--- src/dfq_pkg.sv ---
// Shared constants, operation and status codes, and control types for the dedup queue.
package dfq_pkg;

    localparam int DEPTH_DEF   = 16;
    localparam int WIDTH_DEF   = 32;

    localparam int DATA_W      = 32;
    localparam int POS_W       = 4;
    localparam int CNT_W       = 5;
    localparam int MODE_W      = 2;
    localparam int STAT_W      = 3;
    localparam int IN_TDATA_W  = 40;
    localparam int OUT_TDATA_W = 40;

    localparam logic [MODE_W-1:0] MODE_ENQ  = 2'd0;
    localparam logic [MODE_W-1:0] MODE_DEQ  = 2'd1;
    localparam logic [MODE_W-1:0] MODE_PEEK = 2'd2;

    localparam logic [STAT_W-1:0] STAT_OK    = 3'd0;
    localparam logic [STAT_W-1:0] STAT_DUP   = 3'd1;
    localparam logic [STAT_W-1:0] STAT_FULL  = 3'd2;
    localparam logic [STAT_W-1:0] STAT_EMPTY = 3'd3;
    localparam logic [STAT_W-1:0] STAT_RANGE = 3'd4;

    typedef struct packed {
        logic capture;
        logic scan;
        logic read;
        logic commit;
    } t_cmd;

    typedef struct packed {
        logic in_enq;
        logic in_rw;
        logic scan_done;
        logic out_free;
    } t_sts;

endpackage

--- src/dedup_fifo_queue.sv ---
// FIFO queue that stores each value at most once: a request in mode 0 enqueues (dropped as a
// duplicate or when full), mode 1 dequeues the oldest entry and mode 2 peeks at a position
// from the head; each request yields one result with data, status and the entry count. One
// request is in work at a time. An enqueue scans the stored entries through the single read
// port of the entry memory, one per cycle, and stops early when a duplicate is found; dequeue
// and peek read one entry and a no-op reads none. The next request is taken while the previous
// result still waits on the output; a request that finishes before that result is taken holds
// in its last cycle until the output frees.
module dedup_fifo_queue #(
    parameter int DEPTH = dfq_pkg::DEPTH_DEF,
    parameter int WIDTH = dfq_pkg::WIDTH_DEF
) (
    input  logic                            i_clk,
    input  logic                            i_rst_n,
    input  logic                            i_s_axis_tvalid,
    output logic                            o_s_axis_tready,
    // value[31:0], position[35:32], zeros above
    input  logic [dfq_pkg::IN_TDATA_W-1:0]  i_s_axis_tdata,
    // mode[1:0]
    input  logic [dfq_pkg::MODE_W-1:0]      i_s_axis_tuser,
    output logic                            o_m_axis_tvalid,
    input  logic                            i_m_axis_tready,
    // data[31:0], count[36:32], zeros above
    output logic [dfq_pkg::OUT_TDATA_W-1:0] o_m_axis_tdata,
    // status[2:0]
    output logic [dfq_pkg::STAT_W-1:0]      o_m_axis_tuser
);

    dfq_pkg::t_cmd cmd;
    dfq_pkg::t_sts sts;

    dfq_ctrl u_ctrl (
        .i_clk           (i_clk),
        .i_rst_n         (i_rst_n),
        .i_s_axis_tvalid (i_s_axis_tvalid),
        .o_s_axis_tready (o_s_axis_tready),
        .i_sts           (sts),
        .o_cmd           (cmd)
    );

    dfq_dpath #(
        .DEPTH (DEPTH),
        .WIDTH (WIDTH)
    ) u_dpath (
        .i_clk           (i_clk),
        .i_rst_n         (i_rst_n),
        .i_s_axis_tdata  (i_s_axis_tdata),
        .i_s_axis_tuser  (i_s_axis_tuser),
        .o_m_axis_tvalid (o_m_axis_tvalid),
        .i_m_axis_tready (i_m_axis_tready),
        .o_m_axis_tdata  (o_m_axis_tdata),
        .o_m_axis_tuser  (o_m_axis_tuser),
        .i_cmd           (cmd),
        .o_sts           (sts)
    );

endmodule

--- src/dfq_ctrl.sv ---
// Controller state machine: sequences accept, duplicate scan, entry read and commit.
module dfq_ctrl (
    input  logic          i_clk,
    input  logic          i_rst_n,
    input  logic          i_s_axis_tvalid,
    output logic          o_s_axis_tready,
    input  dfq_pkg::t_sts i_sts,
    output dfq_pkg::t_cmd o_cmd
);

    localparam logic [1:0] ST_IDLE = 2'd0;
    localparam logic [1:0] ST_SCAN = 2'd1;
    localparam logic [1:0] ST_READ = 2'd2;
    localparam logic [1:0] ST_DONE = 2'd3;

    logic [1:0] r_state;
    logic [1:0] n_state;

    always_comb begin
        n_state = r_state;
        case (r_state)
            ST_IDLE: begin
                if (i_s_axis_tvalid) begin
                    if (i_sts.in_enq) begin
                        n_state = ST_SCAN;
                    end else if (i_sts.in_rw) begin
                        n_state = ST_READ;
                    end else begin
                        n_state = ST_DONE;
                    end
                end
            end
            ST_SCAN: begin
                if (i_sts.scan_done) begin
                    n_state = ST_DONE;
                end
            end
            ST_READ: begin
                n_state = ST_DONE;
            end
            ST_DONE: begin
                // hold until the output register can take the result
                if (i_sts.out_free) begin
                    n_state = ST_IDLE;
                end
            end
            default: begin
                n_state = ST_IDLE;
            end
        endcase
    end

    always_ff @(posedge i_clk) begin
        if (!i_rst_n) begin
            r_state <= ST_IDLE;
        end else begin
            r_state <= n_state;
        end
    end

    assign o_s_axis_tready = (r_state == ST_IDLE);
    assign o_cmd.capture   = (r_state == ST_IDLE) && i_s_axis_tvalid;
    assign o_cmd.scan      = (r_state == ST_SCAN);
    assign o_cmd.read      = (r_state == ST_READ);
    assign o_cmd.commit    = (r_state == ST_DONE) && i_sts.out_free;

endmodule

--- src/dfq_dpath.sv ---
// Datapath: entry memory, head and occupancy, duplicate scan and the output register.
module dfq_dpath #(
    parameter int DEPTH = dfq_pkg::DEPTH_DEF,
    parameter int WIDTH = dfq_pkg::WIDTH_DEF
) (
    input  logic                                i_clk,
    input  logic                                i_rst_n,
    input  logic [dfq_pkg::IN_TDATA_W-1:0]      i_s_axis_tdata,
    input  logic [dfq_pkg::MODE_W-1:0]          i_s_axis_tuser,
    output logic                                o_m_axis_tvalid,
    input  logic                                i_m_axis_tready,
    output logic [dfq_pkg::OUT_TDATA_W-1:0]     o_m_axis_tdata,
    output logic [dfq_pkg::STAT_W-1:0]          o_m_axis_tuser,
    input  dfq_pkg::t_cmd                       i_cmd,
    output dfq_pkg::t_sts                       o_sts
);

    localparam int AW = $clog2(DEPTH);
    localparam int OW = $clog2(DEPTH + 1);
    localparam int SW = OW + 1;
    localparam int PW = (OW > dfq_pkg::POS_W) ? OW : dfq_pkg::POS_W;
    localparam int DW = dfq_pkg::DATA_W;
    localparam int CW = dfq_pkg::CNT_W;
    localparam int PSW = dfq_pkg::POS_W;

    // entry memory, one write and one registered read per cycle
    logic [WIDTH-1:0] r_mem [DEPTH];
    logic [WIDTH-1:0] r_rd_data;

    logic [dfq_pkg::MODE_W-1:0] r_mode;
    logic [WIDTH-1:0]           r_value;
    logic [PSW-1:0]             r_pos;
    logic [AW-1:0]              r_head;
    logic [OW-1:0]              r_occ;
    logic [OW-1:0]              r_idx;
    logic                       r_hit;
    logic                       r_rd_vld;
    logic                       r_out_vld;
    logic [DW-1:0]              r_out_data;
    logic [dfq_pkg::STAT_W-1:0] r_out_status;
    logic [CW-1:0]              r_out_count;

    logic                       rd_en;
    logic                       scan_rd;
    logic [AW-1:0]              rd_addr;
    logic [AW-1:0]              wr_addr;
    logic                       wr_en;
    logic [OW-1:0]              rd_off;
    logic                       peek_ok;
    logic [AW-1:0]              n_head;
    logic [OW-1:0]              n_occ;
    logic [DW-1:0]              n_data;
    logic [dfq_pkg::STAT_W-1:0] n_status;
    logic [DW-1:0]              rd_word;

    // (head + offset) wrapped into the buffer; offset is at most DEPTH, so one subtraction wraps it
    function automatic logic [AW-1:0] slot_of(input logic [AW-1:0] head,
                                              input logic [OW-1:0] off);
        logic [SW-1:0] sum;
        begin
            sum = SW'(head) + SW'(off);
            if (sum >= SW'(DEPTH)) begin
                sum = sum - SW'(DEPTH);
            end
            return sum[AW-1:0];
        end
    endfunction

    assign peek_ok = PW'(r_pos) < PW'(r_occ);
    assign rd_off  = ((r_mode == dfq_pkg::MODE_PEEK) && peek_ok) ? OW'(r_pos) : '0;
    assign scan_rd = i_cmd.scan && (r_idx < r_occ);
    assign rd_en   = scan_rd || i_cmd.read;
    assign rd_addr = slot_of(r_head, i_cmd.scan ? r_idx : rd_off);
    assign wr_addr = slot_of(r_head, r_occ);
    assign rd_word = DW'($signed(r_rd_data));

    always_comb begin
        n_head   = r_head;
        n_occ    = r_occ;
        n_data   = '0;
        n_status = dfq_pkg::STAT_OK;
        wr_en    = 1'b0;
        case (r_mode)
            dfq_pkg::MODE_ENQ: begin
                if (r_hit) begin
                    n_status = dfq_pkg::STAT_DUP;
                end else if (r_occ == OW'(DEPTH)) begin
                    n_status = dfq_pkg::STAT_FULL;
                end else begin
                    wr_en = i_cmd.commit;
                    n_occ = r_occ + OW'(1);
                end
            end
            dfq_pkg::MODE_DEQ: begin
                if (r_occ == '0) begin
                    n_status = dfq_pkg::STAT_EMPTY;
                end else begin
                    n_data = rd_word;
                    n_head = (r_head == AW'(DEPTH - 1)) ? '0 : r_head + AW'(1);
                    n_occ  = r_occ - OW'(1);
                end
            end
            dfq_pkg::MODE_PEEK: begin
                if (!peek_ok) begin
                    n_status = dfq_pkg::STAT_RANGE;
                end else begin
                    n_data = rd_word;
                end
            end
            default: begin
                n_status = dfq_pkg::STAT_OK;
            end
        endcase
    end

    always_ff @(posedge i_clk) begin
        if (wr_en) begin
            r_mem[wr_addr] <= r_value;
        end
        if (rd_en) begin
            r_rd_data <= r_mem[rd_addr];
        end
    end

    always_ff @(posedge i_clk) begin
        if (i_cmd.capture) begin
            r_mode  <= i_s_axis_tuser;
            r_value <= WIDTH'(i_s_axis_tdata[DW-1:0]);
            r_pos   <= i_s_axis_tdata[DW +: PSW];
        end
        if (i_cmd.commit) begin
            r_out_data   <= n_data;
            r_out_status <= n_status;
            r_out_count  <= CW'(n_occ);
        end
    end

    always_ff @(posedge i_clk) begin
        if (!i_rst_n) begin
            r_head    <= '0;
            r_occ     <= '0;
            r_idx     <= '0;
            r_hit     <= 1'b0;
            r_rd_vld  <= 1'b0;
            r_out_vld <= 1'b0;
        end else begin
            r_rd_vld <= scan_rd;
            if (i_cmd.capture) begin
                r_idx <= '0;
                r_hit <= 1'b0;
            end else begin
                if (scan_rd) begin
                    r_idx <= r_idx + OW'(1);
                end
                if (r_rd_vld && (r_rd_data == r_value)) begin
                    r_hit <= 1'b1;
                end
            end
            if (i_cmd.commit) begin
                r_head    <= n_head;
                r_occ     <= n_occ;
                r_out_vld <= 1'b1;
            end else if (i_m_axis_tready) begin
                r_out_vld <= 1'b0;
            end
        end
    end

    assign o_sts.in_enq    = (i_s_axis_tuser == dfq_pkg::MODE_ENQ);
    assign o_sts.in_rw     = (i_s_axis_tuser == dfq_pkg::MODE_DEQ) ||
                             (i_s_axis_tuser == dfq_pkg::MODE_PEEK);
    assign o_sts.scan_done = r_hit || ((r_idx == r_occ) && !r_rd_vld);
    assign o_sts.out_free  = !r_out_vld || i_m_axis_tready;

    assign o_m_axis_tvalid = r_out_vld;
    assign o_m_axis_tdata  = dfq_pkg::OUT_TDATA_W'({r_out_count, r_out_data});
    assign o_m_axis_tuser  = r_out_status;

    a_occ_bound: assert property (@(posedge i_clk) disable iff (!i_rst_n)
        r_occ <= OW'(DEPTH))
        else $error("occupancy above depth");

    a_scan_bound: assert property (@(posedge i_clk) disable iff (!i_rst_n)
        i_cmd.scan |-> (r_idx <= r_occ))
        else $error("scan index past occupancy");

    a_commit_free: assert property (@(posedge i_clk) disable iff (!i_rst_n)
        i_cmd.commit |-> (!r_out_vld || i_m_axis_tready))
        else $error("result committed over an untaken result");

    a_enq_grow: assert property (@(posedge i_clk) disable iff (!i_rst_n)
        (i_cmd.commit && (r_mode == dfq_pkg::MODE_ENQ) && !r_hit && (r_occ != OW'(DEPTH)))
        |=> (r_occ == $past(r_occ) + OW'(1)))
        else $error("accepted enqueue did not grow the queue");

    a_deq_shrink: assert property (@(posedge i_clk) disable iff (!i_rst_n)
        (i_cmd.commit && (r_mode == dfq_pkg::MODE_DEQ) && (r_occ != '0))
        |=> (r_occ == $past(r_occ) - OW'(1)))
        else $error("dequeue did not shrink the queue");

endmodule
--- config.mk ---
export PLATFORM = sky130hd
export DESIGN_NAME = dedup_fifo_queue
export DESIGN_NICKNAME = d
export VERILOG_FILES = /design/src/dfq_pkg.sv /design/src/dedup_fifo_queue.sv /design/src/dfq_ctrl.sv /design/src/dfq_dpath.sv
export SDC_FILE = /design/constraint.sdc
export NUM_CORES = 1
export LEC_CHECK = 0
export BUFFER_PORTS_ARGS = -buffer_cell sky130_fd_sc_hd__buf_2
export CORE_MARGIN = 5
export CORE_UTILIZATION = 65
export DETAILED_ROUTE_END_ITERATION = 8
export PLACE_DENSITY = 0.79
export SYNTH_ARGS = -nofsm -noshare
export SYNTH_HDL_FRONTEND = slang
export SYNTH_HIERARCHICAL = 1
export SYNTH_SLANG_ARGS = --single-unit
export TNS_END_PERCENT = 5
--- constraint.sdc ---
create_clock -name i_clk -period 8.25 [get_ports i_clk]
set_input_delay 1.65 -clock i_clk [delete_from_list [all_inputs] [get_ports i_clk]]
set_output_delay 1.65 -clock i_clk [all_outputs]
set_load 0.01 [all_outputs]
# Word level (Yosys, flattened, before mapping)
# Memory sizes are Yosys's and may differ from the RTL's. A register that Yosys moved wholly into a read port is not among the register bits.
# Cells that the tools add are included.
# totals
register_bits,97
output_inout_bits,45
input_bits,46
ram_bits,512
mem_count,1
# mem_list
memory,words,word_bits,rd,rd_clocked_by_memory_dff,write_ports,line,rtl
u_dpath.r_mem,16,32,1,1,1,dfq_dpath.sv:27,logic [WIDTH-1:0] r_mem [DEPTH];
# classes
n_lt_le_gt_ge,4
n_mux,30
reduce_logical,20
addsub,8
eq_ne,14
bitwise_logic,2
# op_table
cell,n
$mux 32,2
$pmux 32 s2,1
$eq 32x32->1,1
$mux 5,4
$mux 4,4
$add 4x5->6,2
$ge 6x5->1 const B,2
$mux 2,6
$add 5x1->5 const B,2
$pmux 5 s2,1
$pmux 3 s3,1
$eq 2x2->1 const B,4
$mux 1,8
$pmux 2 s4,1
$sub 4x1->4 const B,2
$eq 2x1->1 const B,3
$logic_and 1x1->1,6
$logic_not 2->1,3
$mux 3,2
$reduce_and 3->1,2
$eq 5x5->1,1
$eq 5x5->1 const B,1
$logic_not 5->1,1
$lt 4x5->1,1
other kinds (11),17

# Logic depth before layout (Yosys ltp)
# depth
word_depth,8
mapped_depth,17
mapped_depth_nobuf,14

# Cells and area by module
# The synthesis kept the hierarchy.
# by_module_without_submodules
module,area_per_inst_um2,n_inst,seq_area_each_um2,cells_each
dfq_dpath,24985.2,1,19018.2,1183
dfq_ctrl,186.4,1,40.0,22

# Worst setup path before layout
# No wires, ideal clock.
# synth_timing
path_kind,input-to-reg
from,input port i_m_axis_tready
to,memory u_dpath/r_mem[0][0] (netlist bit) (enable)
slack_ps,3291
t_required_ps,7829
path_stages,6
arrival_time_ps,4538
cell_sequence,nand2b_1 > and2_2 > clkbuf_1 > nand2_1 > or3_1 > nor2_1
# synth_lines
element,line,rtl
from (decl),dedup_fifo_queue.sv:22,"input logic i_m_axis_tready,"
to (decl),dfq_dpath.sv:27,

# Worst setup path after layout
# layout_timing
from,register u_dpath.r_occ[1]
to,"register u_dpath.r_rd_data[4] (read register of u_dpath.r_mem), data pin"
# layout_via
elab_chain_len,7
word_cells_on_any_way,11
classes_between,add/sub (2); order compare (3); mux (3); reduce/logical (3)
# layout_rtl
element,line,rtl
from (decl),dfq_dpath.sv:34,logic [OW-1:0] r_occ;
from (signal assigned),dfq_dpath.sv:161,r_occ <= n_occ;
$lt 4x5->1,dfq_dpath.sv:69,assign peek_ok = PW'(r_pos) < PW'(r_occ);
$logic_and 1x1->1,dfq_dpath.sv:70,assign rd_off = ((r_mode == dfq_pkg::MODE_PEEK) && peek_ok) ? OW'(r_pos) : '0;
$mux 4,dfq_dpath.sv:70,
$mux 5,dfq_dpath.sv:73,"assign rd_addr = slot_of(r_head, i_cmd.scan ? r_idx : rd_off);"
$add 4x5->6,dfq_dpath.sv:61,sum = SW'(head) + SW'(off);
$ge 6x5->1 / $sub 4x1->4 (equally long branches),"dfq_dpath.sv:62, dfq_dpath.sv:63",
$mux 4,dfq_dpath.sv:62,if (sum >= SW'(DEPTH)) begin
to (decl),dfq_dpath.sv:28,logic [WIDTH-1:0] r_rd_data;
# Several ways; a longest one is shown, not always the timed one.
# A chain may end at the register's enable or synchronous reset.

==> flow_summary.toml <==
[yosys]
synth_area_leader_cell = "edfxtp_1"
ys_seq_area_share_pct = 75.7
synthesis.instances = 1205
synth_top_area_share_pct = 74.2
yosys_warnings = 6
async_reset_ff_share_pct = 0
avgSynthCellArea_um2 = 20.9
synth_ff_type = "edfxtp_1"
synthTopCellsByArea = "edfxtp_1 (74%), mux4_2 (11%), mux2i_1 (4.1%)"
ys_ff_latch = 641
synth.distinct_cells = 52
synth_edf_count = 622
syn_area_um2 = 25200

[setup_path]
cp_num_buf_inv = 3
critPathCaptureType = "flop"
path_cells = "inv_1 > ha_1 > a2111oi_4 > nor3_1 > nor2b_1 > nand2_1 > o21ai_0 > ha_4 > inv_1 > fa_4 > buf_4 > mux4_2 > mux2i_1 > mux2i_1"
criticalPathCategory = "flop to flop"
arrival_ps = 5840
cp.required_ps = 8570
r2r.worst_path.cells = 14
cp_top_family = "adder cells"
crit_path_max_fanout = 56
slowest_stage = "fa_4"
r2r-start = "u_dpath/r_occ[1]"
timing.rr.end = "u_dpath/r_rd_data[4]"
cp-start-kind = "flop"
crit_path_max_incr_delay_ps = 1440
r2r_slack_ps = 2730

[clock_tree]
cts.clk_slew.worst_paths_ps = 60
cts_tree = "built"
clkLatencyLatePin_ps = 620
clockBufferDepth = 3
ctsResizeCount = 0
numClockSinks = 641
cts_hold_buf = 0
cts-root-buf = "clkbuf_16"
htree_levels = 2
numCtsBuffers = 61
post_cts_buffers = 0

[global_routing]
overflow = 0
track_usage_pct = 25.6
antenna_found_initial = 0
grt_pass1_vias = 12266
grt_pass1_wl_um = 78900
grt_max_degree = 68

[power]
combinationalPowerShare_pct = 12.7
p_leak_uw = 0.00917
clockPowerShare_pct = 34.2
p_sw_share_pct = 25.0
ir_worst_vdd_mv = 0.185
p_sw_uw = 1960
p_per_area_nw_per_um2 = 277
p_int_uw = 5900
seqPwrFrac_pct = 53.1

[min_path]
hold_start = "u_ctrl/r_state[0]"
min_to = "u_ctrl/r_state[0]"
hold_path.class = "flop to flop"
hold_path_depth = 2

[sta]
maxSlewViolCount = 0
fin_skew_ps = 19.8
setup_violations = 0
finalHoldViolCount = 0
period_needed_ps = 5520
rsz0062_at_grt = "false"
max_freq_mhz = 181
fin_crit_sh_pct = 66.9
hold_ws_ps = 511
tightestPinTransition_ps = 949
fin_tns_setup_ps = 0
relSlewSlack_pct = 36.7

[die]
ioPinCount = 91
initial_core_util_pct = 65.4
core.rowCount = 72
dieArea_um2 = 42800
fp.dieW_um = 207
core-area_um2 = 38500
die_h_um = 207

[routing]
vias = 12109
drtAntennaViolNets = 0
drc = 0
wl_per_cell_um = 27.9
post_drt_via_cell_ratio = 6.38
wirelength_um = 53000
dr.pass1.iters = 5
dr.first_iter.drc_count = 1304

[placed_design]
finalWeightedCongestion = 0.803
dp_hpwl_um = 28100
io_buffers = 83

[final_layout]
area_growth_pct = 12.6
fin_util_pct = 73.7
diodes = 0
fin_nets = 1406
drive_gt1_share_pct = 25.4
n_fill_cell = 2154

[run]
cap_violations = 0

[outcome]
status = "finished clean"
[cell type report]
cell class                      count  area [um^2]  share of cell area [%]
Clock buffer                       78         1640                    5.79
Inverter                           21         78.8                   0.278
Clock inverter                     34          302                    1.06
Multi-Input combinational cell    496         5970                    21.1
Sequential cell                   641        19100                    67.3
Tap cell                          518          648                    2.29
Timing Repair Buffer              110          631                    2.23
[placed cells by master, fill, tap and decap left out, drive strengths merged, types with 3 or more instances in the layout]
master,instances
a21o,4
a21oi,11
a31oi,4
and2,36
buf,110
bufinv,5
clkbuf,78
clkinv,27
conb,3
dfxtp,19
edfxtp,622
ha,27
inv,22
mux2i,103
mux4,128
nand2,28
nand2b,5
nand3,3
nand4,6
nor2,34
nor2b,5
nor3,4
nor4,7
o211a,3
o21a,3
o21ai,12
xnor2,8
xor2,38
[how the worst max path moves through the flow]
stage / start / to / slack (ps) / cells after the start
final: u_dpath/r_occ[1] / u_dpath/r_rd_data[4] / 2730 / 14
after global routing: u_dpath/r_occ[1] / u_dpath/r_rd_data[4] / 2430 / 14
after CTS: u_dpath/r_occ[1] / u_dpath/r_rd_data[4] / 2730 / 14
after detailed placement: u_dpath/r_occ[1] / u_dpath/r_rd_data[4] / 2760 / 14
after global placement: u_dpath/r_occ[1] / u_dpath/r_rd_data[30] / 2840 / 14
after floorplan: i_m_axis_tready / u_dpath/r_mem[0][0] / 3290 / 6
[power groups by stage]
| stage | logic (uW) | registers, uW | clock network (uW) |
|---|---|---|---|
| global placement | 973 | 4220 | 0 |
| finish | 998 | 4180 | 2690 |
| global route | 1070 | 4200 | 2870 |
| CTS | 1010 | 4170 | 2730 |
| detailed placement | 993 | 4240 | 0 |
| floorplan | 669 | 4160 | 0 |
[per-layer routing]
metal	vias to the layer above	track usage [%]	part of all wire [%]
met5	-	0	0
met4	0	7.20	2.4
met3	71	4.41	8.5
met2	620	42.0	50
met1	6279	36.6	39
li1	5139	-	-
[worst min-delay path: stages (launching register included)]
cell and delay (ps):
dfxtp_1 340, nand2_1 60, mux2i_1 60
[state kept, by name, indices dropped and copies added, names as in the netlist]
| name | flops |
|---|---|
| u_dpath/r_head | 4 |
| u_dpath/r_idx | 5 |
| u_dpath/r_occ | 5 |
| u_dpath/r_hit | 1 |
| u_dpath/o_m_axis_tvalid | 1 |
| u_dpath/o_m_axis_tuser | 3 |
| u_dpath/r_pos | 4 |
| u_dpath/r_rd_data | 32 |
| u_dpath/r_rd_vld | 1 |
| u_ctrl/r_state | 2 |
| u_dpath/r_mem | 512 |
| u_dpath/r_value | 32 |
| u_dpath/r_out_count | 5 |
| u_dpath/r_out_data | 32 |
| u_dpath/r_mode | 2 |
[synth_stat cells (all sizes together) (2+ instances only)]
library cell / instances
edfxtp: 622
inv: 21
buf: 20
a31oi: 4
a21oi: 11
xor2: 38
o21ai: 12
mux2i: 103
clkbuf: 29
nor4: 7
or3: 2
nor2: 34
xnor2: 8
dfxtp: 19
nand3: 3
and2: 36
nor3: 4
ha: 27
fa: 2
o21a: 3
o211ai: 2
a21o: 4
o211a: 3
nor2b: 5
o31ai: 2
nand4: 6
nand2b: 5
nand2: 28
a222oi: 2
mux4: 128
[through the flow]
step | area (um^2) | setup WS [ps] | total power, uW | cells
after detailed placement | 26400 | 2760 | 5230 | 1786
after global routing | 28300 | 2430 | 8150 | 1898
after CTS | 28300 | 2730 | 7910 | 1898
after floorplan | 25200 | 3290 | 4830 | 1207
after global placement | 26400 | 2840 | 5190 | 1786
final | 28300 | 2730 | 7860 | 1898
[kinds of logic (layout without fill, tap and decap cells)]
| kind of cell | after synthesis | count (layout) | synth area share [%] |
|---|---|---|---|
| muxes | 232 | 232 | 15.6 |
| and+or+nand+nor | 136 | 136 | 2.80 |
| buffers and inverters | 70 | 243 | 1.25 |
| adders and majority gates | 29 | 29 | 1.50 |
| AOI/OAI and AO/OA | 50 | 50 | 1.46 |
| DFF | 641 | 641 | 75.7 |
| other | 1 | 3 | 0.0149 |
| xor gates and xnor gates | 46 | 46 | 1.66 |
(Power assumes the default switching activity.)
